===== src/remote_switch_pulse_frame_encoder_macros.svh =====
// Assertion macros for the remote switch pulse frame encoder.
// Needs nothing beyond the clock and reset names passed in.
`ifndef REMOTE_SWITCH_PULSE_FRAME_ENCODER_MACROS_SVH
`define REMOTE_SWITCH_PULSE_FRAME_ENCODER_MACROS_SVH

// Clocked check, off while reset is high.
`define RSPFE_ASSERT(label, clk, rst, prop, msg) \
   label: assert property (@(posedge clk) disable iff (rst) prop) else $error(msg);

// Clocked check that also holds through reset.
`define RSPFE_ASSERT_ALWAYS(label, clk, prop, msg) \
   label: assert property (@(posedge clk) prop) else $error(msg);

`endif


===== src/rspfe_pkg.sv =====
// Package for the remote switch pulse frame encoder: payload structs,
// symbol and register codes, controller/datapath command and status types.
package rspfe_pkg;

   localparam int ADDRESS_BITS = 27;
   localparam int SYM_IDX_W    = $clog2(ADDRESS_BITS + 11);
   localparam int TICK_W       = 15;
   localparam int US_W         = 16;
   localparam int RATE_W       = 8;
   localparam int CSR_IDX_W    = 3;
   localparam int NUM_TICKS    = 5;
   localparam int TICK_SEL_W   = 3;

   // symbol kinds
   localparam logic [2:0] KIND_START = 3'd0;
   localparam logic [2:0] KIND_ONE   = 3'd1;
   localparam logic [2:0] KIND_ZERO  = 3'd2;
   localparam logic [2:0] KIND_DIM   = 3'd3;
   localparam logic [2:0] KIND_STOP  = 3'd4;

   // register indexes, also the slots of the converted tick table
   localparam logic [CSR_IDX_W-1:0] REG_SHORT_HIGH = 3'd0;
   localparam logic [CSR_IDX_W-1:0] REG_SHORT_LOW  = 3'd1;
   localparam logic [CSR_IDX_W-1:0] REG_LONG_LOW   = 3'd2;
   localparam logic [CSR_IDX_W-1:0] REG_START_LOW  = 3'd3;
   localparam logic [CSR_IDX_W-1:0] REG_STOP_LOW   = 3'd4;
   localparam logic [CSR_IDX_W-1:0] REG_TICK_RATE  = 3'd5;

   localparam logic [TICK_W-1:0] TICK_MAX = 15'd32767;

   typedef struct packed {
      logic [31:0] address_word;
      logic        switch_on;
      logic [3:0]  unit_number;
      logic [3:0]  dim_level;
   } req_type;

   typedef struct packed {
      logic [2:0]        symbol_kind;
      logic [1:0]        pair_count;
      logic [TICK_W-1:0] first_high_ticks;
      logic [TICK_W-1:0] first_low_ticks;
      logic [TICK_W-1:0] second_high_ticks;
      logic [TICK_W-1:0] second_low_ticks;
      logic              frame_end;
   } rsp_type;

   typedef struct packed {
      logic [US_W-1:0]   short_high_us;
      logic [US_W-1:0]   short_low_us;
      logic [US_W-1:0]   long_low_us;
      logic [US_W-1:0]   start_low_us;
      logic [US_W-1:0]   stop_low_us;
      logic [RATE_W-1:0] ticks_per_10us;
   } cfg_type;

   typedef struct packed {
      logic load;   // latch command, start tick conversion
      logic emit;   // register next symbol into the output stage
   } dp_cmd_type;

   typedef struct packed {
      logic conv_done;
      logic out_free;
      logic last_sym;
   } dp_status_type;

endpackage


===== src/rspfe_csr.sv =====
// Configuration registers of the frame encoder.
// Uses rspfe_pkg for register codes and the cfg_type struct.
module rspfe_csr
   import rspfe_pkg::*;
(
   input  logic                 clock,
   input  logic                 reset,
   input  logic                 wr_en,
   input  logic [CSR_IDX_W-1:0] wr_index,
   input  logic [US_W-1:0]      wr_data,
   output cfg_type              cfg
);

   cfg_type cfg_ff, cfg_in;

   always_comb begin
      cfg_in = cfg_ff;
      if (wr_en) begin
         unique case (wr_index)
            REG_SHORT_HIGH: cfg_in.short_high_us  = wr_data;
            REG_SHORT_LOW:  cfg_in.short_low_us   = wr_data;
            REG_LONG_LOW:   cfg_in.long_low_us    = wr_data;
            REG_START_LOW:  cfg_in.start_low_us   = wr_data;
            REG_STOP_LOW:   cfg_in.stop_low_us    = wr_data;
            REG_TICK_RATE:  cfg_in.ticks_per_10us = wr_data[RATE_W-1:0];
            default: ;  // unknown index ignored
         endcase
      end
   end

   always_ff @(posedge clock) begin
      if (reset) begin
         cfg_ff.short_high_us  <= 16'd221;
         cfg_ff.short_low_us   <= 16'd321;
         cfg_ff.long_low_us    <= 16'd1331;
         cfg_ff.start_low_us   <= 16'd2724;
         cfg_ff.stop_low_us    <= 16'd10320;
         cfg_ff.ticks_per_10us <= 8'd8;
      end else begin
         cfg_ff <= cfg_in;
      end
   end

   assign cfg = cfg_ff;

endmodule


===== src/rspfe_ctrl.sv =====
// Controller state machine of the frame encoder.
// Uses rspfe_pkg for the datapath command and status structs.
module rspfe_ctrl
   import rspfe_pkg::*;
(
   input  logic          clock,
   input  logic          reset,
   input  logic          req_valid,
   output logic          req_ready,
   input  dp_status_type status,
   output dp_cmd_type    cmd
);

   typedef enum logic [2:0] {
      S_IDLE = 3'b001,
      S_CONV = 3'b010,
      S_EMIT = 3'b100
   } state_type;

   state_type state_ff, state_in;

   always_comb begin
      state_in  = state_ff;
      cmd       = '0;
      req_ready = 1'b0;
      unique case (state_ff)
         S_IDLE: begin
            req_ready = 1'b1;
            if (req_valid) begin
               cmd.load = 1'b1;
               state_in = S_CONV;
            end
         end
         S_CONV: begin
            if (status.conv_done) state_in = S_EMIT;
         end
         S_EMIT: begin
            cmd.emit = status.out_free;
            if (status.out_free && status.last_sym) state_in = S_IDLE;
         end
         default: state_in = S_IDLE;
      endcase
   end

   always_ff @(posedge clock) begin
      if (reset) begin
         state_ff <= S_IDLE;
      end else begin
         state_ff <= state_in;
      end
   end

endmodule


===== src/rspfe_dp.sv =====
// Datapath of the frame encoder: command hold, microsecond-to-tick
// converter, symbol assembly and output register. Uses rspfe_pkg.
module rspfe_dp
   import rspfe_pkg::*;
(
   input  logic          clock,
   input  logic          reset,
   input  cfg_type       cfg,
   input  req_type       req_payload,
   input  dp_cmd_type    cmd,
   output dp_status_type status,
   output logic          rsp_valid,
   input  logic          rsp_ready,
   output rsp_type       rsp_payload
);

   localparam logic [SYM_IDX_W-1:0] IDX_FLAG      = SYM_IDX_W'(ADDRESS_BITS + 1);
   localparam logic [SYM_IDX_W-1:0] IDX_UNIT_LAST = SYM_IDX_W'(ADDRESS_BITS + 5);
   localparam logic [SYM_IDX_W-1:0] IDX_DIM_LAST  = SYM_IDX_W'(ADDRESS_BITS + 9);
   localparam logic [SYM_IDX_W-1:0] IDX_STOP_ON   = SYM_IDX_W'(ADDRESS_BITS + 6);
   localparam logic [SYM_IDX_W-1:0] IDX_STOP_DIM  = SYM_IDX_W'(ADDRESS_BITS + 10);
   localparam logic [SYM_IDX_W-1:0] IDX_ADDR_LAST = SYM_IDX_W'(ADDRESS_BITS);
   localparam logic [TICK_SEL_W-1:0] SEL_LAST    = TICK_SEL_W'(NUM_TICKS - 1);
   localparam logic [16:0] RECIP_10 = 17'd52429;  // x/10 == (x*52429)>>19 for 16-bit x

   // held command
   logic [31:0]          addr_sh_ff;
   logic [3:0]           unit_sh_ff;
   logic [3:0]           dim_sh_ff;
   logic                 on_ff;
   logic                 dim_nz_ff;
   logic [SYM_IDX_W-1:0] idx_ff;

   // converter
   logic                  conv_busy_ff;
   logic [TICK_SEL_W-1:0] conv_cnt_ff;
   logic                  s1_valid_ff;
   logic [TICK_SEL_W-1:0] s1_sel_ff;
   logic [12:0]           quot_ff;
   logic [TICK_W-1:0]     ticks_ff [NUM_TICKS];
   logic [US_W-1:0]       conv_us;
   logic [32:0]           recip_prod;
   logic [20:0]           rate_prod;
   logic [TICK_W-1:0]     tick_sat;

   // output stage
   logic    rsp_valid_ff;
   rsp_type rsp_ff, sym;
   logic    is_addr, is_flag, is_unit, is_dimb, is_stop, bit_val;

   // ---------------- converter: divide by ten, then scale by the rate
   always_comb begin
      case (conv_cnt_ff)
         REG_SHORT_HIGH: conv_us = cfg.short_high_us;
         REG_SHORT_LOW:  conv_us = cfg.short_low_us;
         REG_LONG_LOW:   conv_us = cfg.long_low_us;
         REG_START_LOW:  conv_us = cfg.start_low_us;
         default:        conv_us = cfg.stop_low_us;
      endcase
   end

   assign recip_prod = 33'(conv_us) * 33'(RECIP_10);
   assign rate_prod  = 21'(quot_ff) * 21'(cfg.ticks_per_10us);
   assign tick_sat   = (rate_prod > 21'(TICK_MAX)) ? TICK_MAX : rate_prod[TICK_W-1:0];

   always_ff @(posedge clock) begin
      if (reset) begin
         conv_busy_ff <= 1'b0;
         conv_cnt_ff  <= '0;
         s1_valid_ff  <= 1'b0;
      end else begin
         s1_valid_ff <= conv_busy_ff;
         if (cmd.load) begin
            conv_busy_ff <= 1'b1;
            conv_cnt_ff  <= '0;
         end else if (conv_busy_ff) begin
            conv_cnt_ff <= conv_cnt_ff + 1'b1;
            if (conv_cnt_ff == SEL_LAST) conv_busy_ff <= 1'b0;
         end
      end
   end

   always_ff @(posedge clock) begin
      s1_sel_ff <= conv_cnt_ff;
      quot_ff   <= recip_prod[31:19];
      if (s1_valid_ff) ticks_ff[s1_sel_ff] <= tick_sat;
   end

   // ---------------- symbol decode
   assign is_addr = (idx_ff != '0) && (idx_ff <= IDX_ADDR_LAST);
   assign is_flag = (idx_ff == IDX_FLAG);
   assign is_unit = (idx_ff > IDX_FLAG) && (idx_ff <= IDX_UNIT_LAST);
   assign is_dimb = dim_nz_ff && (idx_ff > IDX_UNIT_LAST) && (idx_ff <= IDX_DIM_LAST);
   assign is_stop = (idx_ff == (dim_nz_ff ? IDX_STOP_DIM : IDX_STOP_ON));

   always_comb begin
      bit_val = dim_sh_ff[3];
      if (is_addr)      bit_val = addr_sh_ff[31];
      else if (is_flag) bit_val = on_ff;
      else if (is_unit) bit_val = unit_sh_ff[3];

      if (idx_ff == '0)                 sym.symbol_kind = KIND_START;
      else if (is_flag && dim_nz_ff)    sym.symbol_kind = KIND_DIM;
      else if (is_addr || is_flag || is_unit || is_dimb)
                                        sym.symbol_kind = bit_val ? KIND_ONE : KIND_ZERO;
      else                              sym.symbol_kind = KIND_STOP;

      sym.pair_count        = 2'd2;
      sym.first_high_ticks  = ticks_ff[REG_SHORT_HIGH];
      sym.first_low_ticks   = ticks_ff[REG_SHORT_LOW];
      sym.second_high_ticks = ticks_ff[REG_SHORT_HIGH];
      sym.second_low_ticks  = ticks_ff[REG_SHORT_LOW];
      sym.frame_end         = (sym.symbol_kind == KIND_STOP);
      case (sym.symbol_kind)
         KIND_START, KIND_STOP: begin
            sym.pair_count        = 2'd1;
            sym.first_low_ticks   = (sym.symbol_kind == KIND_START) ?
                                    ticks_ff[REG_START_LOW] : ticks_ff[REG_STOP_LOW];
            sym.second_high_ticks = '0;
            sym.second_low_ticks  = '0;
         end
         KIND_ONE:  sym.first_low_ticks  = ticks_ff[REG_LONG_LOW];
         KIND_ZERO: sym.second_low_ticks = ticks_ff[REG_LONG_LOW];
         default: ;
      endcase
   end

   // ---------------- command hold and symbol counter
   always_ff @(posedge clock) begin
      if (cmd.load) begin
         addr_sh_ff <= req_payload.address_word;
         unit_sh_ff <= req_payload.unit_number;
         dim_sh_ff  <= req_payload.dim_level;
         on_ff      <= req_payload.switch_on;
         dim_nz_ff  <= (req_payload.dim_level != 4'd0);
         idx_ff     <= '0;
      end else if (cmd.emit) begin
         idx_ff <= idx_ff + 1'b1;
         if (is_addr) addr_sh_ff <= {addr_sh_ff[30:0], 1'b0};
         if (is_unit) unit_sh_ff <= {unit_sh_ff[2:0], 1'b0};
         if (is_dimb) dim_sh_ff  <= {dim_sh_ff[2:0], 1'b0};
      end
   end

   // ---------------- output register
   always_ff @(posedge clock) begin
      if (reset) begin
         rsp_valid_ff <= 1'b0;
      end else if (cmd.emit) begin
         rsp_valid_ff <= 1'b1;
      end else if (rsp_ready) begin
         rsp_valid_ff <= 1'b0;
      end
   end

   always_ff @(posedge clock) begin
      if (cmd.emit) rsp_ff <= sym;
   end

   assign status.conv_done = s1_valid_ff && (s1_sel_ff == SEL_LAST);
   assign status.out_free  = !rsp_valid_ff || rsp_ready;
   assign status.last_sym  = is_stop;
   assign rsp_valid        = rsp_valid_ff;
   assign rsp_payload      = rsp_ff;

endmodule


===== src/remote_switch_pulse_frame_encoder.sv =====
// Remote switch pulse frame encoder, top level.
// After a command is accepted, the first symbol beat follows the tick conversions
// (5 tick conversions through one shared two-multiplier converter, then the output register).
// Throughput: one symbol per cycle while rsp_ready is high; a new command waits for the stop beat.
// Reset: synchronous, active high; registers return to defaults, encoder idle, no beat pending.
`include "remote_switch_pulse_frame_encoder_macros.svh"
module remote_switch_pulse_frame_encoder
   import rspfe_pkg::*;
(
   input  logic                 clock,
   input  logic                 reset,
   // command channel
   input  logic                 req_valid,
   output logic                 req_ready,
   input  req_type              req_payload,
   // symbol channel
   output logic                 rsp_valid,
   input  logic                 rsp_ready,
   output rsp_type              rsp_payload,
   // register write channel
   input  logic                 csr_valid,
   output logic                 csr_ready,
   input  logic [CSR_IDX_W-1:0] csr_index,
   input  logic [US_W-1:0]      csr_data
);

   cfg_type       cfg;
   dp_cmd_type    cmd;
   dp_status_type status;

   // registers always writable; by contract writes land only while idle, block does not enforce it
   assign csr_ready = 1'b1;

   rspfe_csr u_csr (
      .clock    (clock),
      .reset    (reset),
      .wr_en    (csr_valid),
      .wr_index (csr_index),
      .wr_data  (csr_data),
      .cfg      (cfg)
   );

   // sequencer: idle -> convert durations -> emit symbols
   rspfe_ctrl u_ctrl (
      .clock     (clock),
      .reset     (reset),
      .req_valid (req_valid),
      .req_ready (req_ready),
      .status    (status),
      .cmd       (cmd)
   );

   // converter, symbol builder and output beat register
   rspfe_dp u_dp (
      .clock       (clock),
      .reset       (reset),
      .cfg         (cfg),
      .req_payload (req_payload),
      .cmd         (cmd),
      .status      (status),
      .rsp_valid   (rsp_valid),
      .rsp_ready   (rsp_ready),
      .rsp_payload (rsp_payload)
   );

   // one command at a time: no second accept straight after the first
   `RSPFE_ASSERT(a_one_cmd, clock, reset, (req_valid && req_ready) |=> !req_ready, "back-to-back accept")
   // start and stop beats carry exactly one pair
   `RSPFE_ASSERT(a_single_pair, clock, reset, (rsp_valid && (rsp_payload.symbol_kind == KIND_START || rsp_payload.symbol_kind == KIND_STOP)) |-> (rsp_payload.pair_count == 2'd1 && rsp_payload.second_high_ticks == '0 && rsp_payload.second_low_ticks == '0), "single-pair symbol malformed")
   // frame_end marks the stop beat and nothing else
   `RSPFE_ASSERT(a_frame_end, clock, reset, rsp_valid |-> (rsp_payload.frame_end == (rsp_payload.symbol_kind == KIND_STOP)), "frame_end mismatch")
   // controller only emits into a free output stage
   `RSPFE_ASSERT_ALWAYS(a_no_overrun, clock, cmd.emit |-> status.out_free, "emit into full output stage")

endmodule

===== config.mk =====
export PLATFORM = sky130hd
export DESIGN_NAME = remote_switch_pulse_frame_encoder
export DESIGN_NICKNAME = d
export VERILOG_FILES = /design/src/rspfe_pkg.sv /design/src/rspfe_csr.sv /design/src/rspfe_ctrl.sv /design/src/rspfe_dp.sv /design/src/remote_switch_pulse_frame_encoder.sv
export VERILOG_INCLUDE_DIRS = /design/src /design/src/src
export SDC_FILE = /design/constraint.sdc
export NUM_CORES = 1
export LEC_CHECK = 0
export BUFFER_PORTS_ARGS = -buffer_cell sky130_fd_sc_hd__buf_2
export CELL_PAD_IN_SITES_DETAIL_PLACEMENT = 1
export CELL_PAD_IN_SITES_GLOBAL_PLACEMENT = 1
export CORE_UTILIZATION = 50
export CTS_BUF_LIST = sky130_fd_sc_hd__clkbuf_8 sky130_fd_sc_hd__clkbuf_16
export DETAILED_ROUTE_END_ITERATION = 10
export GPL_TIMING_DRIVEN = 0
export PLACE_DENSITY_LB_ADDON = 0.15
export SLEW_MARGIN = 20
export SYNTH_ARGS = -nofsm -noshare
export SYNTH_HDL_FRONTEND = slang
export SYNTH_HIERARCHICAL = 1
export SYNTH_SLANG_ARGS = --single-unit

===== constraint.sdc =====
create_clock -name clock -period 13.6 [get_ports clock]
set_input_delay 2.04 -clock clock [delete_from_list [all_inputs] [get_ports clock]]
set_output_delay 2.04 -clock clock [all_outputs]
set_load 0.02 [all_outputs]

==> results.py <==
metrics = {
    "floorplanning": {
        "die_h_um": 202.8,
        "start_util": 0.5074,
        "core_um2": 39730,
        "dieArea_um2": 41120,
        "io_pins": 134,
        "die_w_um": 202.8,
        "placementRows": 73,
    },
    "setup_path": {
        "critical_path_depth": 29,
        "path_max_fanout": 10,
        "cpLargestDelayFamily": "adder cells",
        "startpoint": "u_dp/conv_cnt_ff[2]",
        "cp.arrival_ns": 9.13,
        "start_kind": "flip-flop",
        "reg2reg_to": "u_dp/quot_ff[11]",
        "cp-endpoint": "u_dp/quot_ff[11]",
        "critPathCaptureType": "flip-flop",
        "cp_slowest_cell": "a21oi_1",
        "reg2reg_slack_ns": 4.90,
        "cp_num_buf_inv": 9,
        "reg2regPathDepth": 29,
        "cpPeakStageDelay_ns": 0.65,
        "crit_required_ns": 14.03,
        "path_class": "flip-flop to flip-flop",
        "regToRegStartpoint": "u_dp/conv_cnt_ff[2]",
    },
    "grt": {
        "grtUsageTotal": 0.2433,
        "grt_max_degree": 33,
        "grt_pass1_vias": 15020,
        "overflow": 0,
        "antenna_found_initial": 0,
        "grt_pass1_wl_um": 78990,
    },
    "final_layout": {
        "layout-drive-gt1-share": 0.1498,
        "synthToLayoutAreaGrowth_pct": 12.71,
        "antenna_cells": 0,
        "nets": 2389,
        "nFillCells": 4307,
    },
    "route": {
        "ant_nets": 0,
        "viasPerCell": 5.323,
        "first_iter_violations": 628,
        "first_pass_iters": 8,
        "num_vias": 13560,
        "drc_errors": 0,
        "wl_per_cell_um": 19.19,
        "wirelength_um": 48890,
    },
    "yosys": {
        "synth_area_leaders": "edfxtp_1 27%, fa_1 14%, dfxtp_1 12%",
        "syn-mean-instance-area_um2": 11.08,
        "ys_seq_area_frac": 0.3908,
        "async_flop_share": 0,
        "synthCells": 1820,
        "synth_edf_count": 183,
        "yosys_warnings": 6,
        "ys_seq_elements": 302,
        "synth.distinct_cells": 79,
        "synth_top_area_share": 0.2726,
        "synth_area_leader_cell": "edfxtp_1",
        "syn_area_um2": 20160,
        "synth_nets": 2210,
        "ys.flop_type": "edfxtp_1",
    },
    "sta": {
        "timing.final.crit_share": 0.6397,
        "fmax_mhz": 114.9,
        "rsz0062_at_grt": "no",
        "slew_viol_final": 0,
        "worstMarginPinSlew_ns": 0.8192,
        "tns_ns": 0,
        "post-route-min-period_ns": 8.700,
        "maxSlewHeadroom": 0.4539,
        "hold_viol": 0,
        "setup_viol": 0,
        "skew_ns": 0.04165,
    },
    "clocking": {
        "cts.sinks": 302,
        "h-tree-depth": 2,
        "cts.path.max_buffers": 3,
        "cts_tree": "yes",
        "cts-buffers-inserted": 34,
        "hold_buffers": 0,
        "clk_pin_slew_ns": 0.06,
        "cts_root_buffer": "clkbuf_16",
        "clk_latency_ns": 0.54,
        "cts_resized": 0,
        "post_cts_buffers": 0,
    },
    "placed_design": {
        "hpwl_um": 38420,
        "place_congestion": 0.9017,
        "port_buffers": 131,
    },
    "power_and_ir_drop": {
        "power_mw": 4.790,
        "vdd_drop_max_mv": 0.5085,
        "power_leakage_nw": 10.42,
        "powerDensity_nw_per_um2": 210.8,
    },
    "job": {
        "maxCapViolCount": 0,
    },
    "run_status": {
        "outcome": "finished, final reports clean",
    },
    "min_path": {
        "hold_class": "flip-flop to flip-flop",
    },
}
stage by stage:
step / hold WS (ns) / setup WS, ns / utilization / cell area [um2] / instances
finish: 0.3711 / 4.900 / 0.5718 / 22720 / 2548
global route: 0.3823 / 4.379 / 0.5718 / 22720 / 2548
CTS: 0.3721 / 4.876 / 0.5716 / 22710 / 2548
detailed placement: 0.3580 / 4.898 / 0.5430 / 21570 / 2488
global placement: 0.3379 / 0.3184 / 0.5404 / 21470 / 2476
floorplan: 0.3290 / 2.895 / - / 20160 / 1820
where the power goes:
part	leakage, nW	switching [mW]	total, mW	internal [mW]
combinational	7.18	1.61	2.74	1.14
sequential	2.65	0.0466	1.12	1.07
clock	0.579	0.368	0.930	0.562
worst min-delay path by stage:
stage,start,end,slack [ns],cells after the start
after floorplan,u_dp/conv_cnt_ff[2],u_dp/s1_sel_ff[2],0.33,0
after global placement,u_dp/conv_cnt_ff[2],u_dp/s1_sel_ff[2],0.34,0
after detailed placement,u_dp/conv_cnt_ff[2],u_dp/s1_sel_ff[2],0.36,0
after CTS,u_dp/conv_cnt_ff[2],u_dp/s1_sel_ff[2],0.37,0
after global routing,u_dp/conv_cnt_ff[2],u_dp/s1_sel_ff[2],0.38,0
final,u_dp/conv_cnt_ff[2],u_dp/s1_sel_ff[2],0.37,0
worst reg2reg max path, delay by kind of cell, from the launching register on:
family	cells	cell delay, ns
adder cells (fa/ha/maj)	8	3.16
XOR/XNOR	1	0.17
buffers and inverters	9	2.17
AND/OR/NAND/NOR	3	0.65
flip-flops	1	0.32
AO/OA/AOI/OAI	8	2.16
area by class of cell:
class	instances	area, um2	share of cell area
Sequential cell	302	7878	0.3467
Timing Repair Buffer	143	733.2	0.03227
Tap cell	525	656.9	0.02891
Inverter	259	972.2	0.04279
Clock buffer	39	919.6	0.04048
Clock inverter	21	219.0	0.009637
Multi-Input combinational cell	1185	11020	0.4851
Buffer	74	321.6	0.01415
sequential cells by signal, summed over array words and instances, names as in the netlist:
register and count:
u_csr/cfg 88, u_ctrl/state_ff 3, u_dp/addr_sh_ff 32, u_dp/conv_busy_ff 1
u_dp/conv_cnt_ff 3, u_dp/dim_nz_ff 1, u_dp/dim_sh_ff 4, u_dp/idx_ff 6
u_dp/on_ff 1, u_dp/quot_ff 13, u_dp/rsp_payload 66, u_dp/rsp_valid 1
u_dp/s1_sel_ff 3, u_dp/s1_valid_ff 1, u_dp/ticks_ff 75, u_dp/unit_sh_ff 4
Yosys cell counts, drive strengths merged, types with 3 or more instances:
cell type	n
nor3b	5
o21bai	8
o2111ai	3
a21o	22
or3	6
edfxtp	183
nand3b	6
dfxtp	119
nor2	98
nand4	7
nor3	10
buf	22
a21boi	3
nand2b	87
clkbuf	52
xor2	14
mux2i	106
o21a	5
o211ai	4
nand2	114
xnor2	24
fa	145
inv	259
a2111oi	4
a211oi	4
a21oi	60
a222oi	16
nand3	18
mux2	45
ha	180
and2	99
nor2b	4
a211o	3
o21ai	37
a31oi	15
cell usage in the layout, fill, tap and decap left out, types with 5 or more instances in the layout:
cell | Yosys | final
xnor2_1 | 23 | 23
a222oi_1 | 16 | 16
nor3_1 | 10 | 8
dfxtp_1 | 119 | 119
clkbuf_8 | 0 | 5
nand2_1 | 114 | 114
ha_1 | 180 | 180
nand3_1 | 8 | 8
clkbuf_1 | 52 | 52
mux2_2 | 45 | 45
o21bai_1 | 7 | 7
nand3b_1 | 6 | 6
fa_1 | 145 | 145
mux2i_1 | 106 | 106
nand2b_1 | 87 | 87
buf_2 | 11 | 147
o21a_1 | 5 | 5
a21oi_1 | 58 | 58
o21ai_0 | 19 | 19
edfxtp_1 | 183 | 183
inv_1 | 256 | 259
clkbuf_16 | 0 | 34
a31oi_1 | 15 | 15
nand4_1 | 7 | 7
o21ai_1 | 16 | 16
xor2_1 | 14 | 14
clkinv_2 | 0 | 9
a21o_1 | 22 | 21
and2_1 | 99 | 99
nand3_2 | 10 | 10
buf_1 | 5 | 5
buf_4 | 4 | 11
nor2_1 | 97 | 95
per-layer routing:
metal	GRT usage	routed length (um)	up-vias	share of wire
met5	0	0	-	0
met4	0.06955	1075	0	0.022
met3	0.02841	1476	73	0.030
met2	0.4543	25630	218	0.52
met1	0.2926	20710	6810	0.42
li1	-	-	6463	-
kinds of logic after synthesis:
logic type                 Yosys count  share of synthesized area
muxes                              151                    0.07777
other                                1                  0.0001860
AOI/OAI and AO/OA                  196                    0.06915
DFF                                302                     0.3908
buffers and inverters              333                    0.06418
and+or+nand+nor                    473                     0.1248
xor gates and xnor gates            38                    0.01688
adders and majority gates          326                     0.2562
Note: power is estimated with default switching activity, not from simulation.
